**src/rtl/assert_macros.svh**
```systemverilog
// ----------------------------------------------------------------------------
// assert_macros.svh
// Concurrent assertion helpers for the geofence speed severity RTL.
// Defining NO_ASSERTIONS removes every assertion.
// ----------------------------------------------------------------------------
`ifndef ASSERT_MACROS_SVH
`define ASSERT_MACROS_SVH

`ifndef NO_ASSERTIONS

// plain property checked on every clock edge outside reset
`define GSS_ASSERT(label, clk, rst_n, prop) \
    label: assert property (@(posedge clk) disable iff (!rst_n) (prop)) \
        else $error("gss assertion failed");

// same-cycle implication checked outside reset
`define GSS_ASSERT_IMPL(label, clk, rst_n, ante, cons) \
    label: assert property (@(posedge clk) disable iff (!rst_n) (ante) |-> (cons)) \
        else $error("gss implication failed");

// next-cycle implication checked outside reset
`define GSS_ASSERT_NEXT(label, clk, rst_n, ante, cons) \
    label: assert property (@(posedge clk) disable iff (!rst_n) (ante) |=> (cons)) \
        else $error("gss next-cycle implication failed");

`else

`define GSS_ASSERT(label, clk, rst_n, prop)
`define GSS_ASSERT_IMPL(label, clk, rst_n, ante, cons)
`define GSS_ASSERT_NEXT(label, clk, rst_n, ante, cons)

`endif

`endif

```
**src/rtl/gss_pkg.sv**
```systemverilog
// ----------------------------------------------------------------------------
// gss_pkg
// Sizes, function codes, controller/datapath interface types and the beep
// pattern table of the geofence speed severity unit.
// ----------------------------------------------------------------------------
package gss_pkg;

    // zone table geometry
    localparam int MAX_ZONES    = 4;
    localparam int MAX_VERTICES = 8;
    localparam int ZONE_W       = (MAX_ZONES > 1) ? $clog2(MAX_ZONES) : 1;
    localparam int VTX_W        = $clog2(MAX_VERTICES);
    localparam int CNT_W        = $clog2(MAX_VERTICES + 1);
    localparam int MEM_DEPTH    = MAX_ZONES * MAX_VERTICES;
    localparam int ADDR_W       = $clog2(MEM_DEPTH);

    // field widths
    localparam int FUNC_W   = 2;
    localparam int ZIDX_W   = 2;
    localparam int VIDX_W   = 3;
    localparam int LAT_W    = 31;
    localparam int LON_W    = 32;
    localparam int VCNT_W   = 4;
    localparam int SPEED_W  = 9;
    localparam int MARGIN_W = 6;
    localparam int SEV_W    = 2;
    localparam int IVL_W    = 14;
    localparam int DUR_W    = 9;
    localparam int TONE_W   = 12;

    // edge arithmetic widths
    localparam int DLAT_W = LAT_W + 1;
    localparam int DLON_W = LON_W + 1;
    localparam int PROD_W = DLAT_W + DLON_W + 1;

    localparam logic [MARGIN_W-1:0] WARN_MARGIN_RESET = MARGIN_W'(5);

    // transaction function codes
    localparam logic [FUNC_W-1:0] FUNC_WR_VTX = 2'd0;
    localparam logic [FUNC_W-1:0] FUNC_WR_HDR = 2'd1;
    localparam logic [FUNC_W-1:0] FUNC_QUERY  = 2'd2;

    // severity codes
    localparam logic [SEV_W-1:0] SEV_NONE    = 2'd0;
    localparam logic [SEV_W-1:0] SEV_CAUTION = 2'd1;
    localparam logic [SEV_W-1:0] SEV_NEAR    = 2'd2;
    localparam logic [SEV_W-1:0] SEV_OVER    = 2'd3;

    // controller to datapath commands
    typedef struct packed {
        logic              wr_vtx;
        logic              wr_hdr;
        logic              start;
        logic              rd_en;
        logic              rd_prime;
        logic              rd_last;
        logic [ZONE_W-1:0] rd_zone;
        logic [VTX_W-1:0]  rd_vtx;
        logic              load_out;
    } gss_cmd_t;

    // datapath to controller status
    typedef struct packed {
        logic             zone_valid;
        logic [CNT_W-1:0] zone_count;
        logic             pipe_busy;
    } gss_sts_t;

    // tag carried alongside each vertex down the edge pipeline
    typedef struct packed {
        logic              prime;
        logic              last;
        logic [ZONE_W-1:0] zone;
    } gss_tag_t;

    typedef struct packed {
        logic [IVL_W-1:0]  interval_ms;
        logic [DUR_W-1:0]  duration_ms;
        logic [TONE_W-1:0] tone_hz;
    } gss_beep_t;

    // flat vertex memory address of a zone slot
    function automatic logic [ADDR_W-1:0] vtx_addr(input logic [ZONE_W-1:0] zone,
                                                   input logic [VTX_W-1:0] vtx);
        logic [ADDR_W-1:0] base;
        base = ADDR_W'(zone) * ADDR_W'(MAX_VERTICES);
        return base + ADDR_W'(vtx);
    endfunction

    // fixed beep pattern for each severity
    function automatic gss_beep_t beep_of(input logic [SEV_W-1:0] sev);
        gss_beep_t b;
        unique case (sev)
            SEV_CAUTION: b = '{IVL_W'(10000), DUR_W'(150), TONE_W'(1500)};
            SEV_NEAR:    b = '{IVL_W'(2000),  DUR_W'(200), TONE_W'(2000)};
            SEV_OVER:    b = '{IVL_W'(1000),  DUR_W'(300), TONE_W'(2500)};
            default:     b = '{IVL_W'(0),     DUR_W'(0),   TONE_W'(0)};
        endcase
        return b;
    endfunction

endpackage

```
**src/rtl/gss_ctrl.sv**
```systemverilog
// ----------------------------------------------------------------------------
// gss_ctrl
// Transaction decode and zone/vertex scan sequencer; owns the output valid.
// ----------------------------------------------------------------------------
`include "assert_macros.svh"

module gss_ctrl import gss_pkg::*; (
    input  logic              aclk,
    input  logic              aresetn,
    input  logic              s_valid,
    output logic              s_ready,
    input  logic [FUNC_W-1:0] s_func,
    output logic              m_valid,
    input  logic              m_ready,
    output gss_cmd_t          cmd,
    input  gss_sts_t          sts
);

    localparam logic [1:0] ST_IDLE  = 2'd0;
    localparam logic [1:0] ST_SCAN  = 2'd1;
    localparam logic [1:0] ST_DRAIN = 2'd2;
    localparam logic [1:0] ST_DONE  = 2'd3;

    logic [1:0]        state_reg,  state_next;
    logic [ZONE_W-1:0] zone_reg,   zone_next;
    logic [CNT_W-1:0]  step_reg,   step_next;
    logic              m_valid_reg, m_valid_next;

    logic accept;
    logic zone_live;
    logic last_zone;
    logic advance;

    assign s_ready = (state_reg == ST_IDLE);
    assign accept  = s_valid && s_ready;
    assign m_valid = m_valid_reg;

    // sequencer
    always_comb begin
        state_next = state_reg;
        zone_next  = zone_reg;
        step_next  = step_reg;
        advance    = 1'b0;
        cmd        = '0;
        cmd.rd_zone = zone_reg;
        zone_live  = sts.zone_valid && (sts.zone_count != '0);
        last_zone  = (zone_reg == ZONE_W'(MAX_ZONES - 1));

        unique case (state_reg)
            ST_IDLE: begin
                if (accept) begin
                    unique case (s_func)
                        FUNC_WR_VTX: cmd.wr_vtx = 1'b1;
                        FUNC_WR_HDR: cmd.wr_hdr = 1'b1;
                        FUNC_QUERY: begin
                            cmd.start  = 1'b1;
                            zone_next  = '0;
                            step_next  = '0;
                            state_next = ST_SCAN;
                        end
                        default: ;
                    endcase
                end
            end
            ST_SCAN: begin
                if (!zone_live) begin
                    advance = 1'b1;
                end else begin
                    // step 0 loads the closing vertex, then one edge per step
                    cmd.rd_en    = 1'b1;
                    cmd.rd_prime = (step_reg == '0);
                    cmd.rd_last  = (step_reg == sts.zone_count);
                    cmd.rd_vtx   = cmd.rd_prime ? VTX_W'(sts.zone_count - CNT_W'(1))
                                                : VTX_W'(step_reg - CNT_W'(1));
                    if (cmd.rd_last) begin
                        step_next = '0;
                        advance   = 1'b1;
                    end else begin
                        step_next = step_reg + CNT_W'(1);
                    end
                end
                if (advance) begin
                    if (last_zone) begin
                        state_next = ST_DRAIN;
                    end else begin
                        zone_next = zone_reg + ZONE_W'(1);
                    end
                end
            end
            ST_DRAIN: begin
                if (!sts.pipe_busy) begin
                    state_next = ST_DONE;
                end
            end
            ST_DONE: begin
                if (!m_valid_reg || m_ready) begin
                    cmd.load_out = 1'b1;
                    state_next   = ST_IDLE;
                end
            end
            default: state_next = ST_IDLE;
        endcase
    end

    // output valid
    always_comb begin
        m_valid_next = m_valid_reg;
        if (cmd.load_out) begin
            m_valid_next = 1'b1;
        end else if (m_ready) begin
            m_valid_next = 1'b0;
        end
    end

    always_ff @(posedge aclk) begin
        if (!aresetn) begin
            state_reg   <= ST_IDLE;
            zone_reg    <= '0;
            step_reg    <= '0;
            m_valid_reg <= 1'b0;
        end else begin
            state_reg   <= state_next;
            zone_reg    <= zone_next;
            step_reg    <= step_next;
            m_valid_reg <= m_valid_next;
        end
    end

    // result never overwrites one still waiting
    `GSS_ASSERT_IMPL(a_load_free, aclk, aresetn, cmd.load_out, !m_valid_reg || m_ready)
    // pipeline is empty whenever a new transaction can be taken
    `GSS_ASSERT_IMPL(a_idle_empty, aclk, aresetn, state_reg == ST_IDLE, !sts.pipe_busy)
    // the step counter never runs past the zone's vertex count
    `GSS_ASSERT_IMPL(a_step_range, aclk, aresetn, cmd.rd_en, step_reg <= sts.zone_count)
    // a zone scan ends by leaving the last zone into the drain
    `GSS_ASSERT_NEXT(a_scan_to_drain, aclk, aresetn,
                     state_reg == ST_SCAN && state_next != ST_SCAN, state_reg == ST_DRAIN)

endmodule

```
**config.mk**
```make
export PLATFORM = sky130hd
export DESIGN_NAME = gss_ctrl
export DESIGN_NICKNAME = d
export VERILOG_FILES = /design/src/rtl/gss_pkg.sv /design/src/rtl/gss_ctrl.sv
export VERILOG_INCLUDE_DIRS = /design/src /design/src/rtl
export SDC_FILE = /design/constraint.sdc
export NUM_CORES = 1
export LEC_CHECK = 0
export BUFFER_PORTS_ARGS = -buffer_cell sky130_fd_sc_hd__buf_2
export CAP_MARGIN = 20
export CORE_AREA = 3 3 48 50
export CTS_CLUSTER_SIZE = 28
export DETAILED_ROUTE_END_ITERATION = 8
export DIE_AREA = 0 0 51 53
export PLACE_DENSITY_LB_ADDON = 0.3
export RECOVER_POWER = 100
export SLEW_MARGIN = 20
export SYNTH_ARGS = -nofsm -noshare
export SYNTH_HDL_FRONTEND = slang
export SYNTH_SLANG_ARGS = --single-unit
export TNS_END_PERCENT = 100
```
**constraint.sdc**
```tcl
create_clock -name aclk -period 3.4 [get_ports aclk]
set_input_delay 0.68 -clock aclk [delete_from_list [all_inputs] [get_ports aclk]]
set_output_delay 0.68 -clock aclk [all_outputs]
set_load 0.01 [all_outputs]
```
==> results by group, run 1 <==
STA
  – RSZ-0062 raised after global routing: no
  – FMAX: roughly 350 MHz
  – Max-slew headroom: 0.5437
  – Clk_skew: ~0.65 ps
  – Min Tclk post-route: 2865 ps
  – Setup Viol. Count Final: 0
  – Setup Total Neg Slack: 0 ps
  – Worst slew pin tran: 675.6 ps
  – Fin Hold WS: 502.4 ps
  – Setup WS post-layout: between 500 and 600 ps
  – Hold Violations, Final: 0
  – Pins Over Slew Limit: 0
  – Fin crit share: 0.8425

Clocking
  – CTS Root Cell: clkbuf_4
  – Post-CTS Hold Fix Bufs: 0
  – # Post-CTS Setup Buffers: 0
  – CTS clk-pin slew, worst paths: approximately 60 ps
  – CTS tree: yes
  – Post-cts resize count: 0
  – Clk sinks: 9
  – Htree depth: 1
  – Num CTS Buffers: 3
  – CTS max path bufs: 2
  – Clock latency on the worst-skew pair: between 200 and 300 ps

Die
  – Rows: 16
  – Core area: just under 2000 sq um
  – DIE AREA: about 2700 sq um
  – Die X: approximately 51 microns
  – Initial core utilization: 0.3982
  – Ports: 26
  – DIE HEIGHT: roughly 53 microns

Detailed routing
  – Final ANT Viol Nets: 0
  – DR pass1 iterations: 4
  – Drt initial violations: 5
  – DR vias: 775
  – Drt total wl: 1918 microns
  – DR WL/cell: 13.23 microns
  – Vias per inst: 5.345
  – Remaining DRCs: 0

Critical path
  – Critical Path RT: 2720 ps
  – Slowest cell delay on critical path: ~460 ps
  – Crit-path cells: inv_1 -> ha_1 -> nor3b_1 -> nor2_1 -> a21oi_1 -> ha_1 -> xor2_1 -> nor2_1 -> clkbuf_1
  – CP Capture Point: cmd[3]
  – Cells on worst reg2reg path: 6
  – Worst Setup Path Type: reg2out
  – Reg2Reg Setup Slack: 1760 ps
  – Crit. path cell count: 9
  – Kind of cell adding the most delay to the critical path: simple AND/OR/NAND/NOR gates
  – Crit Path Max Fanout: 5
  – CP max stage cell: nor3b_1
  – Reg-to-reg startpoint: state_reg[0]
  – Worst EP arrival: ~2200 ps
  – Worst path bufs/invs: 2
  – CP Launch Point: step_reg[0]
  – CP Capture Type: output pin
  – R2R Path End: step_reg[2]
  – CP Launch Type: flop

Power
  – Leakage: 0.3975 nW
  – Pwr Density: slightly below 500 nW/um^2
  – Power consumption: 0.4506 mW
  – Peak supply drop: 255.9 uV

Cells and area
  – Nets@finish: 140
  – Number of flip-flops in the largest register: 4
  – N_diodes: 0
  – Share of cells above drive strength 1: 0.1525
  – Final std cells w/o fill: 145
  – Area grow syn2layout: 18.61%

Placed design
  – Hpwl dp: 1590 microns
  – IO Port Bufs: 25
  – Placed cell count: 141
  – Setup slack at placement: 820.7 ps
  – Gpl congestion: 0.8213

Logic synthesis
  – Sequential area share after synthesis: 0.2330
  – Ys flop type: dfxtp_1
  – Synth area leader: dfxtp_1
  – Avg Inst Size Synth: 8.497 sq um
  – Yosys reg bits: 9
  – Number of synthesized flops with an enable pin: 0
  – Synth warnings: 0
  – Synth area leaders: dfxtp_1 23%, ha_1 15%, xnor2_1 4.5%, inv_1 4.4%, mux2i_1 3.9%
  – Async SR Flop Fraction: 0
  – Syn Inst Count: 91
  – Post-synth top cells: 9 x dfxtp_1, 9 x ha_1, 9 x inv_1
  – Cell variety after synth: 40
  – Syn nets: 112
  – Post-Syn Area: 773.2 sq um
  – Post-synth top area share: 0.2330

Global route
  – Grt total ovfl: 0
  – Number of global-route vias before repair: 741
  – First-pass GRT wire length: just over 3000 microns
  – Overall routing resource usage: 0.1516
  – Largest net degree at the start of global routing: 12
  – Initial antenna violation count: 0

Worst hold path
  – Worst Hold Depth: 2
  – HP Class: reg2reg

Job
  – Max Cap Violations: 0

Run status
  – Status: complete, no violations
## power breakdown
part           switching [mW]  internal [mW]  leakage [nW]
clock                  0.0399         0.0454        0.0150
combinational           0.142         0.0933         0.310
sequential             0.0125          0.118        0.0727
## area by class of cell
cell class	count	area, sq um
fill	207	1025
multi-input combinational	71	535.5
sequential	9	180.2
timing repair buffer	25	107.6
inverter	9	33.78
tap	27	33.78
clock buffer	4	26.28
## through the flow
| step | utilization | instance area, sq um |
|---|---|---|
| 2_1_floorplan | - | 773.2 |
| 3_3_place_gp | 0.4742 | 920.9 |
| 3_5_place_dp | 0.4742 | 920.9 |
| 4_1_cts | 0.4878 | 947.2 |
| 5_1_grt | 0.4723 | 917.1 |
| 6_report | 0.4723 | 917.1 |
## metal layers
metal	GRT usage	part of all wire
met1	0.1508	0.38
met2	0.2876	0.52
met3	0.03380	0.064
met4	0.08520	0.032
met5	0	0
## cell usage in the layout, fill, tap and decap left out, drive strengths merged, types with 2 or more instances in the layout
| cell type | n |
|---|---|
| mux2i | 3 |
| a21oi | 2 |
| o211ai | 2 |
| buf | 11 |
| nor2b | 3 |
| nand2b | 2 |
| inv | 9 |
| nand4 | 2 |
| nand4b | 2 |
| dfxtp | 9 |
| nor3b | 3 |
| nor2 | 8 |
| ha | 9 |
| nand3 | 3 |
| clkbuf | 18 |
| xnor2 | 4 |
| nand2 | 7 |
## worst reg2reg max path, cell delays in order (launching register included)
cell	delay [ps]
dfxtp_1	380
inv_1	100
ha_1	290
nand2b_1	170
a22oi_1	220
o31ai_1	110
a32o_1	260
## cells by family after synthesis
logic type / count (synthesis) / synth area share
buffers and inverters: 11 / 0.05825
flip-flops: 9 / 0.2330
XOR/XNOR: 5 / 0.05663
AO/OA/AOI/OAI: 17 / 0.1845
AND/OR/NAND/NOR: 36 / 0.2686
adder cells (fa/ha/maj): 9 / 0.1456
multiplexers: 4 / 0.05340
## worst min path at each step
stage | from | to | slack [ps]
after floorplan | state_reg[1] | state_reg[1] | 470
after global placement | zone_reg[1] | zone_reg[1] | 490
after detailed placement | zone_reg[1] | zone_reg[1] | 500
after CTS | state_reg[1] | state_reg[1] | 510
after global routing | state_reg[0] | state_reg[0] | 540
final | state_reg[1] | state_reg[1] | 500
Power figures use the tool's default switching activity.
==> run 2: changes to the inputs <==
ABC_AREA = 1   (was unset)
CORE_AREA = 3 3 50 52   (was 3 3 48 50)
DIE_AREA = 0 0 53 55   (was 0 0 51 53)
clock period = 2.75 ns   (was 3.4 ns; I/O delays follow)
==> results by group, run 2 <==
Run status
  – Status: complete, no violations

Logic synthesis
  – Sequential area share after synthesis: 0.2222 (-0.01079)
  – Ys flop type: dfxtp_1
  – Post-synthesis simple-gate area fraction: 0.4043 (+0.1357)
  – Syn nets: 155 (+38%)
  – Synth warnings: 0 (unchanged)
  – Post-synth top area share: 0.2222 (-0.01079)
  – Synth Area in XOR/XNOR: 0.01080 (-0.04583)
  – Yosys reg bits: 9 (unchanged)
  – Synth area leader: dfxtp_1
  – Synth area leaders: dfxtp_1 22%, nand2_1 14%, ha_1 14%, nor2_1 13%, inv_1 7.4%
  – Post-Syn Area: 810.8 sq um (+4.9%)
  – Cell variety after synth: 18 (-55%)
  – Async SR Flop Fraction: 0 (unchanged)
  – Synth Area in Adders: 0.1389 (-0.006742)
  – Post-synthesis mux area share: 0 (-0.05340)
  – Number of synthesized flops with an enable pin: 0 (unchanged)
  – Post-synth top cells: 31 x nand2_1, 27 x nor2_1, 16 x inv_1
  – Most frequent cell after synthesis: nand2_1
  – Avg Inst Size Synth: 6.051 sq um (-29%)
  – Syn Inst Count: 134 (+47%)
  – Compound-Gate Fraction of Synth Area: 0.1265 (-0.05792)
  – Main combinational cell family by area after synthesis: simple AND/OR/NAND/NOR gates

Clocking
  – Htree depth: 1 (unchanged)
  – CTS Root Cell: clkbuf_4
  – CTS tree: yes
  – CTS max path bufs: 2 (unchanged)
  – Post-cts resize count: 0 (unchanged)
  – Post-CTS Hold Fix Bufs: 0 (unchanged)
  – Num CTS Buffers: 3 (unchanged)
  – CTS clk-pin slew, worst paths: 60 ps (about the same)
  – Clk sinks: 9 (unchanged)
  – # Post-CTS Setup Buffers: 0 (unchanged)
  – Clock latency on the worst-skew pair: 270 ps (about the same)

Placed design
  – IO Port Bufs: 25 (unchanged)
  – Setup slack at placement: 672.6 ps (-148.0 ps)
  – Gpl congestion: 0.8724 (+6.2%)
  – Hpwl dp: 1498 microns (-5.8%)
  – Post-DP Area: 963.4 sq um (+4.6%)

Die
  – Rows: 17 (+1)
  – DIE HEIGHT: 55 microns (+3.8%)
  – Initial core utilization: 0.3774 (-0.02079)
  – Die X: 53 microns (+3.9%)
  – Ports: 26 (unchanged)
  – Core area: 2148 sq um (+11%)
  – DIE AREA: 2915 sq um (+7.8%)

Global route
  – Largest net degree at the start of global routing: 8 (-4)
  – First-pass GRT wire length: 2829 microns (-6.8%)
  – Number of global-route vias before repair: 717 (-3.2%)
  – Initial antenna violation count: 0 (unchanged)
  – Overall routing resource usage: 0.1327 (-0.01882)
  – Grt total ovfl: 0 (unchanged)

Critical path
  – Worst path bufs/invs: 2 (unchanged)
  – Crit Path Max Fanout: 6 (+1)
  – Worst Setup Path Type: reg2out
  – CP Launch Type: flop
  – Worst EP arrival: 1850 ps (-330 ps)
  – CP Capture Type: output pin
  – Crit-path cells: inv_1 -> ha_1 -> nand3_1 -> o21ai_0 -> ha_1 -> o21ai_0 -> a21oi_1 -> buf_2
  – CP max stage cell: dfxtp_1
  – Kind of cell adding the most delay to the critical path: compound AO/OA/AOI/OAI gates
  – Critical Path RT: 2200 ps (-520 ps)
  – Slowest cell delay on critical path: 340 ps (-120 ps)

STA
  – RSZ-0062 raised after global routing: no
  – Setup WS post-layout: 345.9 ps (-189.5 ps)
  – Min Tclk post-route: about 2400 ps
  – Hold Violations, Final: 0 (unchanged)
  – FMAX: 416.0 MHz
  – Setup Viol. Count Final: 0 (unchanged)
  – Pins Over Slew Limit: 0 (unchanged)
  – Setup Total Neg Slack: 0 ps (unchanged)
  – Clk_skew: 3.300 ps (+2.645 ps)
  – Max-slew headroom: 0.5702 (+0.02642)
  – Fin crit share: 0.8742
  – Worst slew pin tran: 639.0 ps (-36.52 ps)

Power
  – Power consumption: 0.6286 mW (+39%)
  – Leakage: 0.4814 nW (+21%)
  – Peak supply drop: 294.3 uV (+15%)
  – Pwr Density: 655.9 nW/um^2 (+33%)

Cells and area
  – Final core occ: 0.4461 (-0.02617)
  – Number of flip-flops in the largest register: 4 (unchanged)
  – Most frequent cells in the layout: 32 x nand2_1, 28 x nor2_1, 18 x inv_1
  – Area grow syn2layout: 18.21%
  – Most common cell after layout, fill and taps aside: nand2_1
  – Nets@finish: 184 (+31%)
  – N_diodes: 0 (unchanged)
  – Share of cells above drive strength 1: 0.1296 (-0.02291)
  – Design area: 958.4 sq um (+4.5%)

Detailed routing
  – Drt initial violations: 4 (-1)
  – Drt total wl: 1820 microns (-5.1%)
  – DR WL/cell: 9.579 microns (-28%)
  – DR pass1 iterations: 4 (unchanged)
  – Vias per inst: 4.500 (-16%)
  – DR vias: 855 (+10%)
  – Final ANT Viol Nets: 0 (unchanged)
  – Remaining DRCs: 0 (unchanged)

Worst hold path
  – HP Class: reg2reg

Job
  – Max Cap Violations: 0 (unchanged)
==> run 2: cell types whose count changed after synthesis, sizes merged, moves of 2 or more <==
| cell | delta |
|---|---|
| nor3b | -3 |
| nand4b | -2 |
| nand3 | +8 |
| xnor2 | -4 |
| o21ai | +5 |
| nand4 | -2 |
| nand2 | +29 |
| mux2i | -3 |
| inv | +10 |
| nor2 | +20 |
| a21oi | +6 |
| nor2b | -3 |
| nand2b | -2 |
==> run 2: final cells by class <==
cell class | instances | area [sq um]
fill | 244 | 1190
multi-input combinational | 105 | 535.5
sequential | 9 | 180.2
timing repair buffer | 25 | 110.1
inverter | 19 | 71.32
tap | 28 | 35.03
clock buffer | 4 | 26.28
==> run 2: kinds of logic after synthesis <==
| logic type | count (synthesis) |
|---|---|
| adders and majority gates | 9 |
| and+or+nand+nor | 78 |
| AOI/OAI and AO/OA | 17 |
| DFF | 9 |
| buffers and inverters | 20 |
| xor gates and xnor gates | 1 |
==> run 2: through the flow <==
stage                     hold slack, ps  instances
final                              493.0        190
after detailed placement           487.4        186
after global routing               532.9        190
after floorplan                    503.3        134
after global placement             474.1        186
after CTS                          500.7        190
==> run 2: tightest hold or removal path, stage by stage (launching register included) <==
cell	delay [ps]
dfxtp_1	330
nand2_1	70
a21oi_1	50
==> run 2: final timing paths <==
path | to | slack, ps | depth (start not counted) | from
min reg2reg | m_valid | 490 | 2 | m_valid
max | cmd[3] | 350 | 8 | step_reg[0]
min | m_valid | 490 | 2 | m_valid
max reg2reg | step_reg[2] | 760 | 8 | state_reg[1]
==> run 2: power by group <==
group          switching [mW]  internal [mW]
combinational           0.218          0.126
clock                  0.0502         0.0561
sequential             0.0235          0.154
total                   0.292          0.337
==> run 2: layer usage <==
metal / wire length (microns) / vias to the layer above / track usage / part of all wire
met5: 0 / - / 0 / 0
met4: 25 / 0 / 0.07660 / 0.014
met3: 116 / 4 / 0.01609 / 0.064
met2: 744 / 21 / 0.2169 / 0.41
met1: 933 / 352 / 0.1685 / 0.51
li1: - / 478 / - / -
==> run 3: changes to the inputs <==
ABC_AREA = unset   (was 1)
CORE_AREA = 3 3 48 50   (was 3 3 50 52)
DIE_AREA = 0 0 51 53   (was 0 0 53 55)
==> results by group, run 3 (synthesis results as in run 1) <==
Run status
  – Status: complete, no violations

Cells and area
  – Multi-input gate area: 540.5 sq um (+0.93%)
  – Nets@finish: 140 (-24%)
  – Area grow syn2layout: 19.58%
  – N_diodes: 0 (unchanged)
  – Sequential Area: 180.2 sq um (unchanged)
  – Most frequent cells in the layout: 13 x clkbuf_1, 13 x buf_2, 9 x inv_1, 9 x ha_1, 9 x dfxtp_1
  – Share of cells above drive strength 1: 0.1780 (+0.04834)
  – Fillers: 210 (-14%)
  – Number of flip-flops in the largest register: 4 (unchanged)

Die
  – Core area: 1942 sq um (-9.6%)
  – Rows: 16 (-1)
  – Ports: 26 (unchanged)
  – Die X: 51 microns (-3.8%)
  – DIE HEIGHT: 53 microns (-3.6%)
  – DIE AREA: 2703 sq um (-7.3%)
  – Initial core utilization: 0.3982 (+0.02079)

STA
  – FMAX: 399.5 MHz (-4.0%)
  – Min Tclk post-route: 2503 ps (+99.04 ps)
  – RSZ-0062 raised after global routing: no
  – Worst slew pin tran: 567.9 ps (-71.15 ps)
  – Setup Viol. Count Final: 0 (unchanged)
  – Pins Over Slew Limit: 0 (unchanged)
  – Clk_skew: 1.701 ps (-1.599 ps)
  – Hold Violations, Final: 0 (unchanged)
  – Fin crit share: 0.9102 (+0.03601)
  – Setup Total Neg Slack: 0 ps (unchanged)
  – Fin Hold WS: 503.8 ps (+10.80 ps)
  – Setup WS post-layout: 246.9 ps (-99.04 ps)
  – Max-slew headroom: 0.6165 (+0.04630)

Power
  – Pwr Density: 608.4 nW/um^2 (-7.2%)
  – Power consumption: 0.5626 mW (-11%)
  – Peak supply drop: 363.5 uV (+24%)
  – Leakage: 0.4070 nW (-15%)

Clocking
  – Clk sinks: 9 (unchanged)
  – CTS Root Cell: clkbuf_4
  – Num CTS Buffers: 3 (unchanged)
  – Htree depth: 1 (unchanged)
  – Clock latency on the worst-skew pair: 270 ps (about the same)
  – Post-CTS Hold Fix Bufs: 0 (unchanged)
  – CTS max path bufs: 2 (unchanged)
  – # Post-CTS Setup Buffers: 0 (unchanged)
  – Post-cts resize count: 0 (unchanged)
  – CTS clk-pin slew, worst paths: 60 ps (about the same)
  – CTS tree: yes

Critical path
  – Critical Path RT: 2200 ps (about the same)
  – CP Capture Type: output pin
  – Worst Setup Path Type: reg2out
  – Crit Path Max Fanout: 5 (-1)
  – CP Launch Type: flop
  – Worst EP arrival: 1950 ps (+100 ps)

Detailed routing
  – Remaining DRCs: 0 (unchanged)
  – Drt initial violations: 9 (+5)
  – Vias per inst: 5.152 (+14%)
  – DR WL/cell: 12.90 microns (+35%)
  – DR vias: 747 (-13%)
  – Final ANT Viol Nets: 0 (unchanged)
  – DR pass1 iterations: 3 (-1)
  – Drt total wl: 1870 microns (+2.7%)

Global route
  – First-pass GRT wire length: 2939 microns (+3.9%)
  – Number of global-route vias before repair: 712 (-0.70%)
  – Largest net degree at the start of global routing: 12 (+4)
  – Overall routing resource usage: 0.1506 (+0.01787)
  – Grt total ovfl: 0 (unchanged)
  – Initial antenna violation count: 0 (unchanged)

Placed design
  – Gpl congestion: 0.7832 (-10%)
  – Setup slack at placement: 385.7 ps (-286.9 ps)
  – Hpwl dp: 1523 microns (+1.7%)
  – IO Port Bufs: 25 (unchanged)

Worst hold path
  – HP Class: reg2reg

Job
  – Max Cap Violations: 0 (unchanged)
-- run 3: cell types whose count changed in the layout (fill, tap and decap cells not counted), moves of 3 or more --
cell,delta
nand2_1,-25
nor2_1,-20
inv_1,-9
nand3_1,-8
a21oi_1,-6
o21ai_0,-5
nand2_2,-4
xnor2_1,+4
mux2i_1,+3
nor2b_1,+3
-- run 3: report_power, final --
part / leakage, nW / internal, mW / total (mW) / switching, mW
combinational: 0.319 / 0.117 / 0.293 / 0.177
clock: 0.0150 / 0.0563 / 0.108 / 0.0517
sequential: 0.0727 / 0.145 / 0.161 / 0.0160
-- run 3: path summary, 6_finish.rpt --
kind	from	to	slack [ps]	cells after the start
worst min-delay path	state_reg[1]	state_reg[1]	500	2
worst min register to register	state_reg[1]	state_reg[1]	500	2
worst max register to register	state_reg[1]	state_reg[1]	1010	6
worst max-delay path	step_reg[1]	cmd[2]	250	8
-- run 3: per-layer routing --
layer / routed length, microns / share of wire / track usage
met2: 964 / 0.52 / 0.2854
met1: 788 / 0.42 / 0.1414
met5: 0 / 0 / 0
met3: 74 / 0.040 / 0.05070
met4: 42 / 0.022 / 0.08072
-- run 3: through the flow --
stage	instance area, sq um	util	instances
2_1_floorplan	773.2	-	91
3_3_place_gp	920.9	0.4742	141
3_5_place_dp	920.9	0.4742	141
4_1_cts	947.2	0.4878	145
5_1_grt	924.6	0.4762	145
6_report	924.6	0.4762	145
-- run 3: worst max-delay path, cell delays in order (launching register included) --
cell and delay, ps:
dfxtp_1 360, inv_1 110, ha_1 160, nor3b_2 290
nor2_1 70, a21oi_1 180, ha_1 260, nor2_1 100
clkbuf_1 160
-- run 3: final cells by class --
cell class                 count  area share
multi-input combinational     71      0.5846
sequential                     9      0.1949
timing repair buffer          25      0.1191
inverter                       9     0.03654
tap                           27     0.03654
clock buffer                   4     0.02842
